$ cat src/rtl/fpcp_pkg.sv
`timescale 1ns / 1ps

package fpcp_pkg;

  localparam int unsigned BYTE_W     = 8;
  localparam int unsigned WORD_W     = 16;
  localparam int unsigned POS_W      = 4;
  localparam int unsigned CFG_IDX_W  = 3;
  localparam int unsigned CFG_DATA_W = 16;
  localparam int unsigned OUT_DATA_W = 80;
  localparam int unsigned OUT_USER_W = 3;

  localparam logic [POS_W-1:0] POS_FIRST    = 4'd0;
  localparam logic [POS_W-1:0] POS_NUMBER   = 4'd1;
  localparam logic [POS_W-1:0] POS_COMMAND  = 4'd2;
  localparam logic [POS_W-1:0] POS_SPEED_HI = 4'd3;
  localparam logic [POS_W-1:0] POS_SPEED_LO = 4'd4;
  localparam logic [POS_W-1:0] POS_RPM_HI   = 4'd5;
  localparam logic [POS_W-1:0] POS_RPM_LO   = 4'd6;
  localparam logic [POS_W-1:0] POS_FUEL     = 4'd7;
  localparam logic [POS_W-1:0] POS_TEMP     = 4'd8;
  localparam logic [POS_W-1:0] POS_IND      = 4'd9;
  localparam logic [POS_W-1:0] POS_CRC      = 4'd10;
  localparam logic [POS_W-1:0] POS_LAST     = 4'd11;
  localparam logic [POS_W-1:0] POS_IDLE     = 4'd12;

  localparam logic [BYTE_W-1:0] CRC_POLY = 8'h07;

  typedef enum logic [1:0] {
    CAUSE_NONE   = 2'd0,
    CAUSE_MARKER = 2'd1,
    CAUSE_CRC    = 2'd2
  } reject_cause_t;

  typedef enum logic [CFG_IDX_W-1:0] {
    REG_START_MARKER = 3'd0,
    REG_STOP_MARKER  = 3'd1,
    REG_SENSOR_MASK  = 3'd2,
    REG_SPEED_LIMIT  = 3'd3,
    REG_RPM_LIMIT    = 3'd4,
    REG_TEST_COMMAND = 3'd5
  } cfg_reg_t;

  localparam logic [BYTE_W-1:0] RST_START_MARKER = 8'hAA;
  localparam logic [BYTE_W-1:0] RST_STOP_MARKER  = 8'h55;
  localparam logic [BYTE_W-1:0] RST_SENSOR_MASK  = 8'h01;
  localparam logic [WORD_W-1:0] RST_SPEED_LIMIT  = 16'd260;
  localparam logic [WORD_W-1:0] RST_RPM_LIMIT    = 16'd8000;
  localparam logic [BYTE_W-1:0] RST_TEST_COMMAND = 8'h01;

  function automatic logic [BYTE_W-1:0] crc8_fold(input logic [BYTE_W-1:0] crc,
                                                  input logic [BYTE_W-1:0] b);
    logic [BYTE_W-1:0] c;
    c = crc ^ b;
    for (int k = 0; k < BYTE_W; k++) begin
      if (c[BYTE_W-1]) begin
        c = {c[BYTE_W-2:0], 1'b0} ^ CRC_POLY;
      end else begin
        c = {c[BYTE_W-2:0], 1'b0};
      end
    end
    return c;
  endfunction

endpackage

$ cat src/rtl/framed_packet_crc8_parser_unit.sv
`timescale 1ns / 1ps

// Latency: the result beat appears the cycle after the twelfth byte of a packet is accepted.
// Throughput: one byte per cycle; pre-CRC bytes get a CRC-8 fold, field bytes a capture.
// in_tready drops only while a held result waits on out_tready and pos_r sits at POS_LAST.
// Reset (rst_n low, synchronous): parser idle waiting for frame start, first frame pending,
// result register empty, configuration registers back to their defaults.
module framed_packet_crc8_parser_unit
  import fpcp_pkg::*;
(
  input  logic                  clk,
  input  logic                  rst_n,
  input  logic                  in_tvalid,
  output logic                  in_tready,
  input  logic [BYTE_W-1:0]     in_tdata,   // [7:0] data_byte
  input  logic                  in_tuser,   // [0] frame_start
  output logic                  out_tvalid,
  input  logic                  out_tready,
  // [0] sequence_break, [8:1] frame_number, [16:9] command_code, [17] test_request,
  // [33:18] speed_value, [49:34] rpm_value, [57:50] fuel_value, [65:58] temp_value,
  // [73:66] indicator_bits, [79:74] zero
  output logic [OUT_DATA_W-1:0] out_tdata,
  output logic [OUT_USER_W-1:0] out_tuser,  // [0] packet_ok, [2:1] reject_cause
  input  logic                  cfg_valid,
  output logic                  cfg_ready,
  input  logic [CFG_IDX_W-1:0]  cfg_index,
  input  logic [CFG_DATA_W-1:0] cfg_data
);

  logic [BYTE_W-1:0] start_marker_r, stop_marker_r, sensor_mask_r, test_command_r;
  logic [WORD_W-1:0] speed_limit_r, rpm_limit_r;

  logic [POS_W-1:0]  pos_r, pos_nxt;
  logic [BYTE_W-1:0] crc_r, crc_nxt;
  logic              marker_good_r, marker_good_nxt;
  logic              crc_good_r, crc_good_nxt;
  logic [BYTE_W-1:0] held_number_r, held_number_nxt;
  logic [BYTE_W-1:0] held_command_r, held_command_nxt;
  logic [WORD_W-1:0] held_speed_r, held_speed_nxt;
  logic [WORD_W-1:0] held_rpm_r, held_rpm_nxt;
  logic [BYTE_W-1:0] held_fuel_r, held_fuel_nxt;
  logic [BYTE_W-1:0] held_temp_r, held_temp_nxt;
  logic [BYTE_W-1:0] held_ind_r, held_ind_nxt;
  logic [BYTE_W-1:0] expected_r, expected_nxt;
  logic              first_frame_r, first_frame_nxt;

  logic                  out_valid_r, out_valid_nxt;
  logic [OUT_DATA_W-1:0] out_data_r, out_data_nxt;
  logic [OUT_USER_W-1:0] out_user_r, out_user_nxt;

  logic              in_fire;
  logic              active;
  logic [POS_W-1:0]  pos_eff;
  logic [BYTE_W-1:0] b;
  logic              emit;
  logic              marker_final;
  reject_cause_t     cause;
  logic              seq_break;
  logic [WORD_W-1:0] spd, rpm;
  logic [BYTE_W-1:0] ind;

  assign cfg_ready  = 1'b1;
  assign in_tready  = !out_valid_r || out_tready || (pos_r != POS_LAST);
  assign in_fire    = in_tvalid && in_tready;
  assign out_tvalid = out_valid_r;
  assign out_tdata  = out_data_r;
  assign out_tuser  = out_user_r;

  assign b       = in_tdata;
  assign pos_eff = in_tuser ? POS_FIRST : pos_r;
  assign active  = in_tuser || (pos_r < POS_IDLE);
  assign emit    = in_fire && active && (pos_eff == POS_LAST);

  always_ff @(posedge clk) begin
    if (!rst_n) begin
      start_marker_r <= RST_START_MARKER;
      stop_marker_r  <= RST_STOP_MARKER;
      sensor_mask_r  <= RST_SENSOR_MASK;
      speed_limit_r  <= RST_SPEED_LIMIT;
      rpm_limit_r    <= RST_RPM_LIMIT;
      test_command_r <= RST_TEST_COMMAND;
    end else if (cfg_valid && cfg_ready) begin
      unique case (cfg_index)
        REG_START_MARKER: start_marker_r <= cfg_data[BYTE_W-1:0];
        REG_STOP_MARKER:  stop_marker_r  <= cfg_data[BYTE_W-1:0];
        REG_SENSOR_MASK:  sensor_mask_r  <= cfg_data[BYTE_W-1:0];
        REG_SPEED_LIMIT:  speed_limit_r  <= cfg_data;
        REG_RPM_LIMIT:    rpm_limit_r    <= cfg_data;
        REG_TEST_COMMAND: test_command_r <= cfg_data[BYTE_W-1:0];
        default: ;
      endcase
    end
  end

  always_comb begin
    pos_nxt          = pos_r;
    crc_nxt          = crc_r;
    marker_good_nxt  = marker_good_r;
    crc_good_nxt     = crc_good_r;
    held_number_nxt  = held_number_r;
    held_command_nxt = held_command_r;
    held_speed_nxt   = held_speed_r;
    held_rpm_nxt     = held_rpm_r;
    held_fuel_nxt    = held_fuel_r;
    held_temp_nxt    = held_temp_r;
    held_ind_nxt     = held_ind_r;
    if (in_fire && active) begin
      if (pos_eff < POS_CRC) begin
        crc_nxt = crc8_fold((pos_eff == POS_FIRST) ? '0 : crc_r, b);
      end
      unique case (pos_eff)
        POS_FIRST:    marker_good_nxt  = (b == start_marker_r);
        POS_NUMBER:   held_number_nxt  = b;
        POS_COMMAND:  held_command_nxt = b;
        POS_SPEED_HI: held_speed_nxt   = {b, held_speed_r[BYTE_W-1:0]};
        POS_SPEED_LO: held_speed_nxt   = {held_speed_r[WORD_W-1:BYTE_W], b};
        POS_RPM_HI:   held_rpm_nxt     = {b, held_rpm_r[BYTE_W-1:0]};
        POS_RPM_LO:   held_rpm_nxt     = {held_rpm_r[WORD_W-1:BYTE_W], b};
        POS_FUEL:     held_fuel_nxt    = b;
        POS_TEMP:     held_temp_nxt    = b;
        POS_IND:      held_ind_nxt     = b;
        POS_CRC:      crc_good_nxt     = (crc_r == b);
        POS_LAST:     marker_good_nxt  = marker_good_r && (b == stop_marker_r);
        default: ;
      endcase
      pos_nxt = (pos_eff == POS_LAST) ? POS_IDLE : pos_eff + 4'd1;
    end
  end

  always_comb begin
    marker_final = marker_good_r && (b == stop_marker_r);
    if (!marker_final) begin
      cause = CAUSE_MARKER;
    end else if (!crc_good_r) begin
      cause = CAUSE_CRC;
    end else begin
      cause = CAUSE_NONE;
    end
    seq_break = !first_frame_r && (held_number_r != expected_r);
    spd = (held_speed_r >= speed_limit_r) ? speed_limit_r : held_speed_r;
    rpm = (held_rpm_r >= rpm_limit_r) ? rpm_limit_r : held_rpm_r;
    ind = (rpm == '0) ? (held_ind_r ^ sensor_mask_r) : held_ind_r;

    expected_nxt    = expected_r;
    first_frame_nxt = first_frame_r;
    out_data_nxt    = out_data_r;
    out_user_nxt    = out_user_r;
    out_valid_nxt   = out_valid_r && !out_tready;
    if (emit) begin
      out_valid_nxt = 1'b1;
      out_user_nxt  = {cause, cause == CAUSE_NONE};
      out_data_nxt  = '0;
      if (cause == CAUSE_NONE) begin
        out_data_nxt[0]     = seq_break;
        out_data_nxt[8:1]   = held_number_r;
        out_data_nxt[16:9]  = held_command_r;
        out_data_nxt[17]    = (held_command_r == test_command_r);
        out_data_nxt[33:18] = spd;
        out_data_nxt[49:34] = rpm;
        out_data_nxt[57:50] = held_fuel_r;
        out_data_nxt[65:58] = held_temp_r;
        out_data_nxt[73:66] = ind;
        expected_nxt        = held_number_r + 8'd1;
        first_frame_nxt     = 1'b0;
      end
    end
  end

  always_ff @(posedge clk) begin
    if (!rst_n) begin
      pos_r           <= POS_IDLE;
      crc_r           <= '0;
      marker_good_r   <= 1'b0;
      crc_good_r      <= 1'b0;
      held_number_r   <= '0;
      held_command_r  <= '0;
      held_speed_r    <= '0;
      held_rpm_r      <= '0;
      held_fuel_r     <= '0;
      held_temp_r     <= '0;
      held_ind_r      <= '0;
      expected_r      <= '0;
      first_frame_r   <= 1'b1;
      out_valid_r     <= 1'b0;
    end else begin
      pos_r           <= pos_nxt;
      crc_r           <= crc_nxt;
      marker_good_r   <= marker_good_nxt;
      crc_good_r      <= crc_good_nxt;
      held_number_r   <= held_number_nxt;
      held_command_r  <= held_command_nxt;
      held_speed_r    <= held_speed_nxt;
      held_rpm_r      <= held_rpm_nxt;
      held_fuel_r     <= held_fuel_nxt;
      held_temp_r     <= held_temp_nxt;
      held_ind_r      <= held_ind_nxt;
      expected_r      <= expected_nxt;
      first_frame_r   <= first_frame_nxt;
      out_valid_r     <= out_valid_nxt;
    end
  end

  always_ff @(posedge clk) begin
    out_data_r <= out_data_nxt;
    out_user_r <= out_user_nxt;
  end

  a_pos_range: assert property (@(posedge clk) disable iff (!rst_n)
    pos_r <= POS_IDLE)
    else $error("byte position out of range");

  a_result_source: assert property (@(posedge clk) disable iff (!rst_n)
    (out_valid_r && !$past(out_valid_r && !out_tready)) |-> $past(emit))
    else $error("result beat without a completed packet");

  a_reject_zero: assert property (@(posedge clk) disable iff (!rst_n)
    (out_valid_r && !out_user_r[0]) |-> (out_data_r == '0 && out_user_r[2:1] != CAUSE_NONE))
    else $error("rejected packet carries field data");

  a_seq_track: assert property (@(posedge clk) disable iff (!rst_n)
    (emit && cause == CAUSE_NONE) |=>
      (!first_frame_r && expected_r == $past(held_number_r) + 8'd1))
    else $error("sequence tracking not updated");

  a_no_overrun: assert property (@(posedge clk) disable iff (!rst_n)
    (out_valid_r && !out_tready && pos_r == POS_LAST) |-> !in_tready)
    else $error("input taken while result stalled");

endmodule

$ cat config.mk
export PLATFORM = sky130hd
export DESIGN_NAME = framed_packet_crc8_parser_unit
export DESIGN_NICKNAME = d
export VERILOG_FILES = /design/src/rtl/fpcp_pkg.sv /design/src/rtl/framed_packet_crc8_parser_unit.sv
export SDC_FILE = /design/constraint.sdc
export NUM_CORES = 1
export LEC_CHECK = 0
export BUFFER_PORTS_ARGS = -buffer_cell sky130_fd_sc_hd__clkbuf_2
export CAP_MARGIN = 20
export CORE_MARGIN = 2
export CORE_UTILIZATION = 53
export CTS_CLUSTER_DIAMETER = 30
export DETAILED_ROUTE_END_ITERATION = 10
export PLACE_DENSITY = 0.83
export SETUP_SLACK_MARGIN = 0.02
export SLEW_MARGIN = 0
export SYNTH_ARGS = -nofsm -noshare
export SYNTH_HDL_FRONTEND = slang
export SYNTH_SLANG_ARGS = --single-unit
$ cat constraint.sdc
create_clock -name clk -period 4 [get_ports clk]
set_clock_uncertainty 0.2 [all_clocks]
set_input_delay 0.2 -clock clk [delete_from_list [all_inputs] [get_ports clk]]
set_output_delay 0.2 -clock clk [all_outputs]
set_load 0.05 [all_outputs]
**Word level (Yosys, flattened, before mapping)**

Cells that the tools add are included.

- Flip-flop bits (word level): 237
- Input bits: 33
- Word-level logic and storage cells: 136
- Output and inout port bits: 86

- Bitwise operators: 14
- Magnitude comparators: 4
- Equal/unequal tests: 22
- Muxes and demuxes: 34
- Reductions and logical operators: 36
- Add/subtract/negate cells: 2

Operators with widths:

| cell | count |
|---|---|
| $mux 8 | 16 |
| $pmux 16 s2 | 2 |
| $eq 8x8->1 | 4 |
| $ge 16x16->1 | 2 |
| $mux 16 | 2 |
| $reduce_and 2->1 | 15 |
| $mux 3 | 8 |
| $not 3->3 | 8 |
| $eq 4x3->1 const B | 4 |
| $eq 4x4->1 const B | 4 |
| $logic_not 16->1 | 1 |
| $xor 8x8->8 | 2 |
| $reduce_and 3->1 | 4 |
| $add 8x1->8 const B | 1 |
| $eq 4x2->1 const B | 2 |
| $lt 4x4->1 const B | 2 |
| $mux 4 | 2 |
| $ne 8x8->1 | 1 |
| $eq 3x2->1 const B | 2 |
| $eq 3x3->1 const B | 2 |
| $logic_and 1x1->1 | 6 |
| $add 4x1->4 const B | 1 |
| $eq 4x1->1 const B | 1 |
| $logic_not 4->1 | 1 |
| 11 further kinds | 19 |

**Logic depth before layout (Yosys ltp)**

- Depth in word-level cells: 34
- Depth in mapped cells: 11
- Mapped depth without buffers: 9

**Worst setup path after synthesis**

Ideal clock, no wire load.

- Path kind: reg-to-reg
- Start: register out_valid_r, in the netlist out_tvalid
- End: register expected_r[6]
- Required time: 3.684 ns
- Setup slack: -0.266 ns
- Arrival: 3.950 ns
- Cell stages (with the launch flop): 9
- Library setup time: 0.116 ns
- Clock period less this slack: 4.266 ns
- Path buffers: 2
- Cells stage by stage: dfxtp_1 > nor2b_1 > nand4_1 > and3_1 > and3_1 > buf_2 > buf_2 > nand2_1 > o211a_1

- Word-level cells in the longest chain between the ends: 7

RTL lines:

| item | line | source |
|---|---|---|
| start, declared | framed_packet_crc8_parser_unit.sv:47 | `logic out_valid_r, out_valid_nxt;` |
| start signal, assigned | framed_packet_crc8_parser_unit.sv:199 | `out_valid_r <= out_valid_nxt;` |
| $logic_not 1->1 | framed_packet_crc8_parser_unit.sv:63 | `assign in_tready = !out_valid_r \|\| out_tready \|\| (pos_r != POS_LAST);` |
| $logic_or 1x1->1 (2 in series) | framed_packet_crc8_parser_unit.sv:63 |  |
| net in_tready | framed_packet_crc8_parser_unit.sv:14 | `output logic in_tready,` |
| $logic_and 1x1->1 | framed_packet_crc8_parser_unit.sv:64 | `assign in_fire = in_tvalid && in_tready;` |
| $logic_and 1x1->1 (2 in series) | framed_packet_crc8_parser_unit.sv:72 | `assign emit = in_fire && active && (pos_eff == POS_LAST);` |
| net emit | framed_packet_crc8_parser_unit.sv:55 | `logic emit;` |
| $reduce_and 2->1 (no line) | - |  |
| end signal, assigned | framed_packet_crc8_parser_unit.sv:197 | `expected_r <= expected_nxt;` |
| end, declared | framed_packet_crc8_parser_unit.sv:44 | `logic [BYTE_W-1:0] expected_r, expected_nxt;` |

The timed path passes the listed nets, and every way through them passes these cells.
A chain may end at the register's enable or synchronous reset.

**Worst setup path after layout**

- Start: input in_tuser
- End: register expected_r[7]

- Word-level cells in the longest chain between the ends: 4
- Elaborated cells on any way between the ends: 6
- Those cells by class: eq/ne: 1; mux: 1; reduce/logical: 4

RTL lines:

| item | line | source |
|---|---|---|
| start, declared | framed_packet_crc8_parser_unit.sv:16 | `input logic in_tuser,` |
| $mux 4 or $logic_or 1x1->1 (tied branches) | framed_packet_crc8_parser_unit.sv:70, framed_packet_crc8_parser_unit.sv:71 |  |
| $eq 4x4->1 or $logic_and 1x1->1 (tied branches) | framed_packet_crc8_parser_unit.sv:72 |  |
| $logic_and 1x1->1 * | framed_packet_crc8_parser_unit.sv:72 |  |
| net emit | framed_packet_crc8_parser_unit.sv:55 |  |
| $reduce_and 2->1 (no line) * | - |  |

Mark *: on every way through the listed nets, which the timed path passes. The rest lies on a longest branch.

==> results.md <==
* HP Class: in2reg
* Drt initial violations at just under 900
* Main combinational cell family by area after synthesis: simple AND/OR/NAND/NOR gates
* HPWL Detailed at 18400 um
* Die ar. at ~22000 um^2
* M1 GR Usage at between 30% and 40%
* H-Tree Level Count at 2
* Cell Count Post-Placement at roughly 1500
* Fillers at about 1600
* GRT met3 Usage at about 5.2%
* Port bufs at between 100 and 150
* Starting density of the core at 53.5%
* Synth Area in XOR/XNOR at 5.69%
* Flop-to-flop setup slack at between 900 and 1000 ps
* Post-Syn Area at roughly 11000 um^2
* Register area share after synthesis at around 49%
* Multi-input logic area at 5150 um^2
* Die extent in x at between 100 and 150 um
* Clk Tree Root Cell: clkbuf_16
* GRT met2 Usage at around two fifths
* FF+latch count, synth at ~240
* Total Nets Final at about 1400
* Critical Path AT at about 3300 ps
* GPL Wtd Cong at 0.907
* Critical path type: in2reg
* Unrepaired setup endpoints after global routing: false
* Fin crit share at 78.1%
* Final Slew Violations at 0
* Post-synth EDFFs at between 70 and 80
* Share of post-route cells with drive strength above 1 at approximately 15%
* CTS tree: built
* Syn Inst Count at roughly 1200
* Final hold vios at 0
* Die height at around 150 um
* Leakage power at approximately 5.7 nW
* Synth cell types at 52
* DRC at 0
* Grt ovf at 0
* Area grow syn2layout at 19.2%
* Max-cap violations at 0
* Routed WL at roughly 29000 um
* Cell Rows at between 50 and 60
* Antenna Cells at 0
* Final number of setup-violating endpoints at 0
* Post-CTS Setup Repair Bufs at 0
* CP peak stage delay at approximately 620 ps
* Antenna-violating nets left at 0
* Worst vdd ir at ~0.32 mV
* Number of I/O pins at 119
* Adder-Cell Fraction of Synth Area at roughly 4.1%
* FMAX at approximately 320 MHz
* Initial antenna violation count at 0
* Worst Setup End Kind: flop
* Core area at between 20000 and 25000 um^2
* CTS sink cnt at 237
* Pwr Density at between 400 and 500 nW/um^2
* Wire per inst at 18.4 um
* Crit-path slowest cell: and3_1
* CP cell instances: dlygate4sd3_1 -> clkbuf_2 -> nand2b_1 -> inv_1 -> ha_1 -> and3b_1 -> and3_4 -> and3_1 -> nand2_1 -> o211a_1
* Reg area at around 5500 um^2
* Primary FF master, synth: dfxtp_1
* Worst-Skew Late Latency at roughly 520 ps
* R2r startpoint: pos_r[0]
* Num CTS Buffers at 39
* Worst setup SP type: primary input
* Synth warnings at 0
* Multiplexer area fraction after synthesis at 6.11%
* Rel. slew slack at 37.8%
* Cts repair resizes at 0
* Min Tclk post-route at approximately 3100 ps
* Worst-path clk slew at ~50 ps
* Post-synthesis simple-gate area fraction at 18.4%
* Required @ worst endpoint at around 4200 ps
* Average cell area after synthesis at about 9.4 um^2
* Least-Margin Pin Slew at roughly 930 ps
* Pin count of the biggest net entering global routing at 82
* First-pass DRT Iterations at 7
* Crit-path max FO at 28
* Vias per Instance at slightly below 6
* Synth Area in Compound Gates at 11.3%
* CTS Buffer Depth at 3
* Sum Neg Setup Slack at 0 ps
* Vias in the first global route at 8937
* Outcome: complete, no violations
* Hold_sp: in_tdata[7]
* Vias at 9289
* First-pass GRT wire length at around 46000 um
* GRT busiest layer: met2
* Non-filler cells, final at about 1600
* Total global-route track usage at a little over a quarter
* CP startpoint: in_tuser
* Synth async-reset ratio at 0%
[routing by layer]
metal,vias up,wire (um)
li1,4335,-
met1,4385,11700
met2,470,13800
met3,99,2630
met4,0,1250
met5,-,0
[synth_stat cells (2+ instances only)]
cell         n  area (um^2)
nand4_1     23          144
nor4_1      12         75.1
a21oi_1     98          490
a311oi_1     2         17.5
and2_1       4         25.0
dfxtp_1    160         3200
mux2i_1     66          661
and3_1      38          238
buf_1        4         15.0
nor3_1       8         40.0
o22ai_1      2         12.5
nor2b_1     26          163
nand2_1    182          683
o21ai_1      3         15.0
a21boi_0    20          150
a21o_1       8         60.1
xnor2_1     44          385
nand3_1     48          240
clkbuf_1    73          274
conb_1       2         7.51
nand3b_1     4         30.0
o211ai_1    10         75.1
buf_6        2         22.5
or3_1       10         62.6
nor2_1      71          267
xor2_1      26          228
o21ai_0     18         90.1
a211oi_1     4         30.0
or2_2        2         12.5
o211a_1      7         70.1
buf_2        4         20.0
o2111ai_1    2         17.5
a22oi_1      2         15.0
nand2b_1     7         43.8
edfxtp_1    77         2310
o21a_1       2         15.0
a41oi_1      3         26.3
inv_1       46          173
ha_1        37          463
buf_4        7         52.6
o31ai_1     16          120
[power by group]
| part | switching (mW) | internal, mW | total, mW |
|---|---|---|---|
| Combinational | 0.272 | 0.182 | 0.454 |
| Clock | 1.21 | 1.91 | 3.12 |
| Sequential | 0.0517 | 2.51 | 2.56 |
| Total | 1.53 | 4.61 | 6.14 |
[flip-flops by register name (all words and copies together), names as in the netlist, 16 cells and up]
register / flops
held_rpm_r: 16
speed_limit_r: 16
held_speed_r: 16
rpm_limit_r: 16
out_tdata: 74
[critical path, delay by kind of cell]
family                     cells  cell delay [ps]
and+or+nand+nor                5             1790
buffers and inverters          3              850
adders and majority gates      1              300
AOI/OAI and AO/OA              1              170
[final timing paths]
path,to,cells past startpoint
worst max-delay path,expected_r[7],10
worst min-delay path,held_temp_r[7],4
worst max register to register,expected_r[7],8
worst min register to register,sensor_mask_r[1],2
[area by class of cell]
cell class | count | area share, %
Inverter | 46 | 1.30
Clock buffer | 45 | 7.57
Clock inverter | 27 | 1.63
Sequential cell | 237 | 41.4
Multi-Input combinational cell | 823 | 38.7
Tap cell | 275 | 2.58
Timing Repair Buffer | 150 | 6.85
[logic make-up after synthesis]
group	after synthesis
flops	237
simple gates	439
mux	67
other cells	2
compound gates	202
xor+xnor	71
buf+inv	136
fa+ha+maj	37
[stage by stage]
step / hold slack (ps) / utilization, % / power (mW) / setup slack, ps / area, um^2
finish: 13.5 / 63.8 / 6.14 / 876 / 13300
global route: 1.26 / 63.8 / 6.31 / 727 / 13300
CTS: 1.37 / 63.8 / 6.14 / 942 / 13300
detailed placement: 247 / 56.9 / 3.03 / 1010 / 11900
global placement: 243 / 56.9 / 3.02 / 1180 / 11900
floorplan: 124 / - / 2.93 / 519 / 11200
[placed cells by master, fill, tap and decap left out, drive strengths merged, types with 17 or more instances in the layout]
master,netlist,final
xnor2,44,44
dlygate4sd3,0,21
clkbuf,73,156
ha,37,37
and3,38,38
a21boi,20,20
inv,46,58
edfxtp,77,77
nand3,48,48
o31ai,17,17
nand2,182,182
buf,17,18
dfxtp,160,160
nand4,23,23
xor2,26,26
a21oi,98,98
mux2i,67,67
nor2,71,71
o21ai,21,21
nor2b,26,26
[timing repair]
action	CTS	global route
setup endpoints to repair	0	0
endpoints found under the hold margin	80	0
hold buffers	21	0
No activity file was read; power rests on OpenSTA's default activity.
